<file path="src/sv/ip4_pkg.sv">
// Shared mode codes and sample widths for the intra 4x4 luma predictor.
package ip4_pkg;

  localparam int unsigned SampleW = 8;
  localparam int unsigned AboveW  = 8 * SampleW;
  localparam int unsigned LeftW   = 4 * SampleW;
  localparam int unsigned HalfW   = 8 * SampleW;
  localparam logic [SampleW-1:0] DcDefault = 8'd128;

  typedef enum logic [3:0] {
    MODE_VERT = 4'd0,
    MODE_HORZ = 4'd1,
    MODE_DC   = 4'd2,
    MODE_DDL  = 4'd3,
    MODE_DDR  = 4'd4,
    MODE_VR   = 4'd5,
    MODE_HD   = 4'd6,
    MODE_VL   = 4'd7,
    MODE_HU   = 4'd8
  } ip4_mode_e;

endpackage

</file>
<file path="src/sv/intra_4x4_luma_predictor_top.sv">
// Top level of the intra 4x4 luma predictor: input register, datapath, result register.
//
// One item per clock: an item is taken on every rising edge with start high, and
// busy never rises. Each item's predicted 4x4 block passes through the input
// register, the neighbour filters and mode select, and the result register, and
// is shown for exactly one cycle with done_o high. The receiver cannot hold
// results off, so it must capture done_o cycles as they come.
// mode_usable_o is low, and both pixel halves are zero, when the mode's neighbours
// are missing or the mode code is above 8; DC falls back to 128 with no edges.
module intra_4x4_luma_predictor_top (
  input  logic                       clk_i,
  input  logic                       rst_ni,
  input  logic                       start,
  output logic                       busy,
  input  logic [3:0]                 pred_mode_i,
  input  logic                       above_ok_i,
  input  logic                       left_ok_i,
  input  logic                       corner_ok_i,
  input  logic [ip4_pkg::AboveW-1:0] above_row_i,
  input  logic [ip4_pkg::LeftW-1:0]  left_column_i,
  input  logic [7:0]                 corner_pixel_i,
  output logic                       done_o,
  output logic                       mode_usable_o,
  output logic [ip4_pkg::HalfW-1:0]  pred_upper_o,
  output logic [ip4_pkg::HalfW-1:0]  pred_lower_o
);
  import ip4_pkg::*;

  // input register
  logic              in_vld_q;
  logic [3:0]        mode_q;
  logic              above_ok_q;
  logic              left_ok_q;
  logic              corner_ok_q;
  logic [AboveW-1:0] above_q;
  logic [LeftW-1:0]  left_q;
  logic [7:0]        corner_q;

  // result register
  logic              done_q;
  logic              usable_q;
  logic [HalfW-1:0]  upper_q;
  logic [HalfW-1:0]  lower_q;

  logic              usable_d;
  logic [HalfW-1:0]  upper_d;
  logic [HalfW-1:0]  lower_d;
  logic              accept;

  // Never stall: the datapath takes a fresh item every cycle.
  assign busy   = 1'b0;
  assign accept = start && !busy;

  always_ff @(posedge clk_i or negedge rst_ni) begin
    if (!rst_ni) begin
      in_vld_q <= 1'b0;
      done_q   <= 1'b0;
    end else begin
      in_vld_q <= accept;
      done_q   <= in_vld_q;
    end
  end

  // Capture the item; payload registers need no reset.
  always_ff @(posedge clk_i) begin
    if (accept) begin
      mode_q      <= pred_mode_i;
      above_ok_q  <= above_ok_i;
      left_ok_q   <= left_ok_i;
      corner_ok_q <= corner_ok_i;
      above_q     <= above_row_i;
      left_q      <= left_column_i;
      corner_q    <= corner_pixel_i;
    end
  end

  ip4_core u_core (
    .pred_mode_i    (mode_q),
    .above_ok_i     (above_ok_q),
    .left_ok_i      (left_ok_q),
    .corner_ok_i    (corner_ok_q),
    .above_row_i    (above_q),
    .left_column_i  (left_q),
    .corner_pixel_i (corner_q),
    .mode_usable_o  (usable_d),
    .pred_upper_o   (upper_d),
    .pred_lower_o   (lower_d)
  );

  // Hold the finished block for its single strobe cycle.
  always_ff @(posedge clk_i) begin
    if (in_vld_q) begin
      usable_q <= usable_d;
      upper_q  <= upper_d;
      lower_q  <= lower_d;
    end
  end

  assign done_o        = done_q;
  assign mode_usable_o = usable_q;
  assign pred_upper_o  = upper_q;
  assign pred_lower_o  = lower_q;

endmodule

</file>
<file path="src/sv/ip4_core.sv">
// Combinational 4x4 prediction datapath: neighbour filters and per-pixel mode select.
module ip4_core (
  input  logic [3:0]                 pred_mode_i,
  input  logic                       above_ok_i,
  input  logic                       left_ok_i,
  input  logic                       corner_ok_i,
  input  logic [ip4_pkg::AboveW-1:0] above_row_i,
  input  logic [ip4_pkg::LeftW-1:0]  left_column_i,
  input  logic [7:0]                 corner_pixel_i,
  output logic                       mode_usable_o,
  output logic [ip4_pkg::HalfW-1:0]  pred_upper_o,
  output logic [ip4_pkg::HalfW-1:0]  pred_lower_o
);
  import ip4_pkg::*;

  // index 0 holds the corner, then the above row / left column
  logic [71:0]  top_vec;
  logic [39:0]  side_vec;
  logic [9:0]   sum_above;
  logic [9:0]   sum_left;
  logic [10:0]  sum_both;
  logic [7:0]   dc_val;
  logic [127:0] pix_all;

  assign top_vec  = {above_row_i, corner_pixel_i};
  assign side_vec = {left_column_i, corner_pixel_i};

  function automatic logic [7:0] top_at(input logic [71:0] v, input int i);
    int k;
    k = i + 1;
    if (k < 0 || k > 8) return 8'd0;
    return v[8*k +: 8];
  endfunction

  function automatic logic [7:0] side_at(input logic [39:0] v, input int i);
    int k;
    k = i + 1;
    if (k < 0 || k > 4) return 8'd0;
    return v[8*k +: 8];
  endfunction

  function automatic logic [7:0] f2(input logic [7:0] a, input logic [7:0] b);
    logic [8:0] s;
    s = {1'b0, a} + {1'b0, b} + 9'd1;
    return s[8:1];
  endfunction

  function automatic logic [7:0] f3(input logic [7:0] a, input logic [7:0] b,
                                    input logic [7:0] c);
    logic [9:0] s;
    s = {2'b00, a} + {1'b0, b, 1'b0} + {2'b00, c} + 10'd2;
    return s[9:2];
  endfunction

  function automatic logic [7:0] pixel(input logic [3:0] mode, input int x, input int y,
                                       input logic [71:0] t, input logic [39:0] s,
                                       input logic [7:0] dc);
    int z;
    int i;
    logic [7:0] p;
    z = 0;
    i = 0;
    p = 8'd0;
    case (mode)
      MODE_VERT: p = top_at(t, x);
      MODE_HORZ: p = side_at(s, y);
      MODE_DC:   p = dc;
      MODE_DDL: begin
        if (x == 3 && y == 3) p = f3(top_at(t, 6), top_at(t, 7), top_at(t, 7));
        else p = f3(top_at(t, x + y), top_at(t, x + y + 1), top_at(t, x + y + 2));
      end
      MODE_DDR: begin
        if (x > y) p = f3(top_at(t, x - y - 2), top_at(t, x - y - 1), top_at(t, x - y));
        else if (x < y)
          p = f3(side_at(s, y - x - 2), side_at(s, y - x - 1), side_at(s, y - x));
        else p = f3(top_at(t, 0), top_at(t, -1), side_at(s, 0));
      end
      MODE_VR: begin
        z = 2 * x - y;
        i = x - (y >>> 1);
        if (z >= 0 && (z & 1) == 0) p = f2(top_at(t, i - 1), top_at(t, i));
        else if (z >= 0) p = f3(top_at(t, i - 2), top_at(t, i - 1), top_at(t, i));
        else if (z == -1) p = f3(side_at(s, 0), top_at(t, -1), top_at(t, 0));
        else p = f3(side_at(s, y - 1), side_at(s, y - 2), side_at(s, y - 3));
      end
      MODE_HD: begin
        z = 2 * y - x;
        i = y - (x >>> 1);
        if (z >= 0 && (z & 1) == 0) p = f2(side_at(s, i - 1), side_at(s, i));
        else if (z >= 0) p = f3(side_at(s, i - 2), side_at(s, i - 1), side_at(s, i));
        else if (z == -1) p = f3(top_at(t, 0), top_at(t, -1), side_at(s, 0));
        else p = f3(top_at(t, x - 1), top_at(t, x - 2), top_at(t, x - 3));
      end
      MODE_VL: begin
        i = x + (y >>> 1);
        if ((y & 1) == 0) p = f2(top_at(t, i), top_at(t, i + 1));
        else p = f3(top_at(t, i), top_at(t, i + 1), top_at(t, i + 2));
      end
      default: begin
        z = x + 2 * y;
        i = y + (x >>> 1);
        if (z < 5 && (z & 1) == 0) p = f2(side_at(s, i), side_at(s, i + 1));
        else if (z < 5) p = f3(side_at(s, i), side_at(s, i + 1), side_at(s, i + 2));
        else if (z == 5) p = f3(side_at(s, 2), side_at(s, 3), side_at(s, 3));
        else p = side_at(s, 3);
      end
    endcase
    return p;
  endfunction

  // DC: average whichever edges are present
  always_comb begin
    sum_above = {2'b00, above_row_i[7:0]} + {2'b00, above_row_i[15:8]}
              + {2'b00, above_row_i[23:16]} + {2'b00, above_row_i[31:24]};
    sum_left  = {2'b00, left_column_i[7:0]} + {2'b00, left_column_i[15:8]}
              + {2'b00, left_column_i[23:16]} + {2'b00, left_column_i[31:24]};
    sum_both  = {1'b0, sum_above} + {1'b0, sum_left} + 11'd4;
    if (above_ok_i && left_ok_i) dc_val = sum_both[10:3];
    else if (above_ok_i) dc_val = 8'((sum_above + 10'd2) >> 2);
    else if (left_ok_i) dc_val = 8'((sum_left + 10'd2) >> 2);
    else dc_val = DcDefault;
  end

  always_comb begin
    case (pred_mode_i)
      MODE_DC:                      mode_usable_o = 1'b1;
      MODE_VERT, MODE_DDL, MODE_VL: mode_usable_o = above_ok_i;
      MODE_HORZ, MODE_HU:           mode_usable_o = left_ok_i;
      MODE_DDR, MODE_VR, MODE_HD:   mode_usable_o = corner_ok_i;
      default:                      mode_usable_o = 1'b0;
    endcase
  end

  for (genvar k = 0; k < 16; k++) begin : g_pix
    assign pix_all[8*k +: 8] = pixel(pred_mode_i, k % 4, k / 4, top_vec, side_vec, dc_val);
  end

  // drop the prediction when the mode cannot be used
  assign pred_upper_o = mode_usable_o ? pix_all[63:0]   : '0;
  assign pred_lower_o = mode_usable_o ? pix_all[127:64] : '0;

endmodule

</file>
<file path="config.mk">
export PLATFORM = sky130hd
export DESIGN_NAME = intra_4x4_luma_predictor_top
export DESIGN_NICKNAME = d
export VERILOG_FILES = /design/src/sv/ip4_pkg.sv /design/src/sv/intra_4x4_luma_predictor_top.sv /design/src/sv/ip4_core.sv
export SDC_FILE = /design/constraint.sdc
export NUM_CORES = 1
export LEC_CHECK = 0
export BUFFER_PORTS_ARGS = -buffer_cell sky130_fd_sc_hd__buf_2
export CORE_ASPECT_RATIO = 1.4
export CORE_UTILIZATION = 35
export DETAILED_ROUTE_END_ITERATION = 6
export PLACE_DENSITY = 0.51
export SYNTH_ARGS = -nofsm -noshare
export SYNTH_HDL_FRONTEND = slang
export SYNTH_SLANG_ARGS = --single-unit
</file>
<file path="constraint.sdc">
create_clock -name clk_i -period 5.4 [get_ports clk_i]
set_input_delay 1.08 -clock clk_i [delete_from_list [all_inputs] [get_ports clk_i]]
set_output_delay 1.08 -clock clk_i [all_outputs]
set_load 0.05 [all_outputs]
</file>
==> out/qor.txt <==
clock share of power: 13.2%
fin worst setup slack: -205.6 ps
Crit Path Category: flop to flop
worst hold path type: input port to asynchronous set/reset pin
DRC: 0
Port Buffers: 243
slowest stage delay, CP: 540 ps
Pre-antenna DRT Iters: 6
CP Launch Type: flop
CORE AREA: 64,550 µm²
row count: 110
Crit path buffers/inverters: 4
1st-iter DRT viols: 2,087
CTS Buf Count: 27
filler cell count: 6,327
Slew headroom: 4.126%
Max clock buf depth: 3
vias in the first global route: 22,940
Critical Path RT: 5810 ps
largest cells by area after synthesis: edfxtp_1 (31%), ha_1 (13%), fa_1 (9.4%)
Vias: 22,690
most frequent cells in the layout: buf_2 (242), edfxtp_1 (240), buf_4 (232), ha_1 (220), nand2_1 (218)
CTS tree: built
Worst setup EP type: flop
Placer Congestion: 1.011
chip height: 304.9 µm
area share of the largest cell type after synthesis: 31.42%
initial core utilization: 35.54%
# setup viols final: 61
status: complete, but fails checks
initial antenna violation count: 1
CTS clk-pin slew, worst paths: 60 ps
Synth Area per Inst: 9.417 µm²
clk root buf: clkbuf_16
Seq pwr share: 18.8%
Switching Power: 6473 µW
gr usage total: 33.98%
fin area: 28,490 µm²
Synth area leader: edfxtp_1
Net Count, Synth: 2,897
Seq/Total Area, Yosys: 31.64%
prevailing post-synth register cell: edfxtp_1
number of flops mapped to enable cells by yosys: 240
crit path launch: left_q[8]$_DFFE_PP_
Cell Int Power: 7031 µW
post-synthesis async set-or-reset flop share: 0.8264%
Synth Register Bits: 242
drt total wl: 114,300 µm
Logic pwr share: 68.0%
crit path DAT: 6020 ps
delay-heaviest family, CP: adder cells
total gr overflow: 0
Max Cap Viol: 0
Pleak: 0.01182 µW
reg2reg end: pred_lower_o[63]$_SDFFCE_PN0P_
Power Density: 474.0 nW/µm²
Slowest-stage cell, CP: fa_1
skew final: 26.50 ps
Sw Ratio: 47.93%
synth warn: 0
reg2reg setup slack: -210 ps
cells on worst reg2reg path: 21
CP max FO: 6
placed cell count: 3,659
most common cell after layout, fill and taps aside: buf_2
reg2reg start: left_q[8]$_DFFE_PP_
Final Power: 13,500 µW
# IOs: 245
CTS Hold Bufs: 0
RSZ-0062 raised after global routing: true
H-tree levels: 1
routed length per placed instance: 30.66 µm
Vias per Instance: 6.085
CTS sink count: 242
nets: 3,329
cells along the critical path: ha_2 > fa_2 > inv_2 > fa_1 > inv_2 > ha_4 > fa_2 > a211oi_2 > o21ai_2 > a221oi_2 > buf_4 > xnor2_2 > ha_1 > nor2b_1 > a311o_1 > o31a_1 > xnor2_1 > a221oi_2 > o31ai_4 > clkbuf_16 > a41oi_2
period utilization: 103.8%
Mapped Cells: 2,436
largest net degree at the start of global routing: 129
worst vdd rail ir drop: 0.3578 mV
area growth from synthesis to layout: 24.19%
layout cells sized above 1: 23.93%
Placed Area: 26,730 µm²
DP HPWL: 93,040 µm
Min Clock Period, post-route: 5606 ps
final cell count without fillers: 3,729
Worst Max-Slew Pin Slew: 1430 ps
Hold Vio Cnt, Final: 0
Slew Viols, Final: 0
Synth Cell Area: 22,940 µm²
Synth cell types: 83
Achievable Freq: 178.4 MHz
Die Wd: 218.4 µm
later-pin clock latency in the skew report: 600 ps
ANT nets after route: 0
first-pass GRT wire length: 161,400 µm
die area: 66,580 µm²
failing checks: setup timing
worst max-delay path by stage:
| stage | end | slack, ps | cells after the start |
|---|---|---|---|
| floorplan | pred_lower_o[23]$_SDFFCE_PN0P_ | 6 | 25 |
| global placement | pred_lower_o[62]$_SDFFCE_PN0P_ | -380 | 24 |
| detailed placement | pred_lower_o[62]$_SDFFCE_PN0P_ | -470 | 23 |
| CTS | pred_upper_o[31]$_SDFFCE_PN0P_ | -120 | 21 |
| global route | pred_lower_o[55]$_SDFFCE_PN0P_ | -390 | 25 |
| finish | pred_lower_o[63]$_SDFFCE_PN0P_ | -210 | 21 |
area by class of cell:
type	instances	area [µm²]	share of cell area [%]
flip-flops and latches	242	7261	25.49
inverters	142	533.0	1.871
well taps	840	1051	3.689
repair buffers	485	3143	11.03
clock inverters	17	133.9	0.4699
clock buffers	32	694.4	2.438
multi-input cells	1970	15670	55.00
diodes	1	2.502	0.008784
worst reg2reg max path: stages (launching register included):
cell and delay, ps:
edfxtp_1 400, ha_2 210, fa_2 530, inv_2 40, fa_1 540, inv_2 60, ha_4 160, fa_2 450
a211oi_2 320, o21ai_2 100, a221oi_2 250, buf_4 180, xnor2_2 100, ha_1 250, nor2b_1 140, a311o_1 390
o31a_1 320, xnor2_1 130, a221oi_2 290, o31ai_4 200, clkbuf_16 220, a41oi_2 130
flip-flops by register name (all words and copies together), names as in the netlist:
| signal | flops |
|---|---|
| above_q | 64 |
| pred_lower_o | 64 |
| pred_upper_o | 64 |
| left_q | 32 |
| corner_q | 8 |
| mode_q | 4 |
| above_ok_q | 1 |
| corner_ok_q | 1 |
| done_o | 1 |
| in_vld_q | 1 |
| left_ok_q | 1 |
| mode_usable_o | 1 |
cells in the mapped netlist, types with 11 or more instances:
master,number
a211oi_1,40
nor2_1,223
and2_1,21
o21a_1,33
or2_2,17
nand2b_1,30
a22oi_1,13
xnor2_1,80
edfxtp_1,240
a41oi_1,45
xor2_1,65
buf_1,11
a21oi_1,194
a2111oi_0,15
and3_1,19
o2111ai_1,12
nor2b_1,37
nor3_1,53
a31oi_1,70
nor4_1,41
fa_1,108
nand2_1,220
a221oi_1,13
nand3_1,40
o21bai_1,12
nand4_1,17
o211ai_1,17
ha_1,239
a21o_1,46
inv_1,141
clkbuf_1,69
o21ai_0,115
layer usage:
layer  GRT usage, %  vias to the layer above  part of all wire (%)
li1               -                     9930                     -
met1          41.42                    11220                    39
met2          55.92                     1185                    47
met3          4.601                      350                   6.7
met4          21.74                        2                   7.4
met5              0                        -                 0.011
per-stage QoR:
step                      utilization [%]  hold slack [ps]  setup WS [ps]  setup TNS [ps]
after floorplan                         -            691.2          5.765               0
after global placement              41.42            606.6         -376.8          -18540
after detailed placement            41.42            589.1         -471.8          -25800
after CTS                           43.82            235.9         -116.8           -2179
after global routing                44.13            256.4         -388.5          -19380
final                               44.13            273.6         -205.6           -5974
power by group through the flow:
stage	Sequential, µW	Combinational, µW	Clock [µW]
after floorplan	3060	4220	0
after global routing	2550	9750	1900
after detailed placement	2570	7970	0
after CTS	2540	8660	1850
final	2530	9180	1790
after global placement	2570	7930	0
timing repair:
action | CTS | global route
endpoints found under the hold margin | 0 | 0
pin swaps | 42 | 23
setup buffers | 16 | 5
cloned | 0 | 1
gates resized for setup | 113 | 26
endpoints found under the setup margin | 99 | 106
kinds of logic (layout without fill, tap and decap cells):
kind of cell / Yosys count / in the layout / share of synthesized area, %
XOR/XNOR: 146 / 146 / 5.607
adder cells (fa/ha/maj): 347 / 347 / 22.46
flip-flops: 242 / 242 / 31.64
multiplexers: 5 / 5 / 0.2236
AND/OR/NAND/NOR: 763 / 763 / 15.82
AO/OA/AOI/OAI: 708 / 708 / 20.52
other: 1 / 2 / 0.01635
buffers and inverters: 224 / 676 / 3.714
No activity file was read; power rests on OpenSTA's default activity.
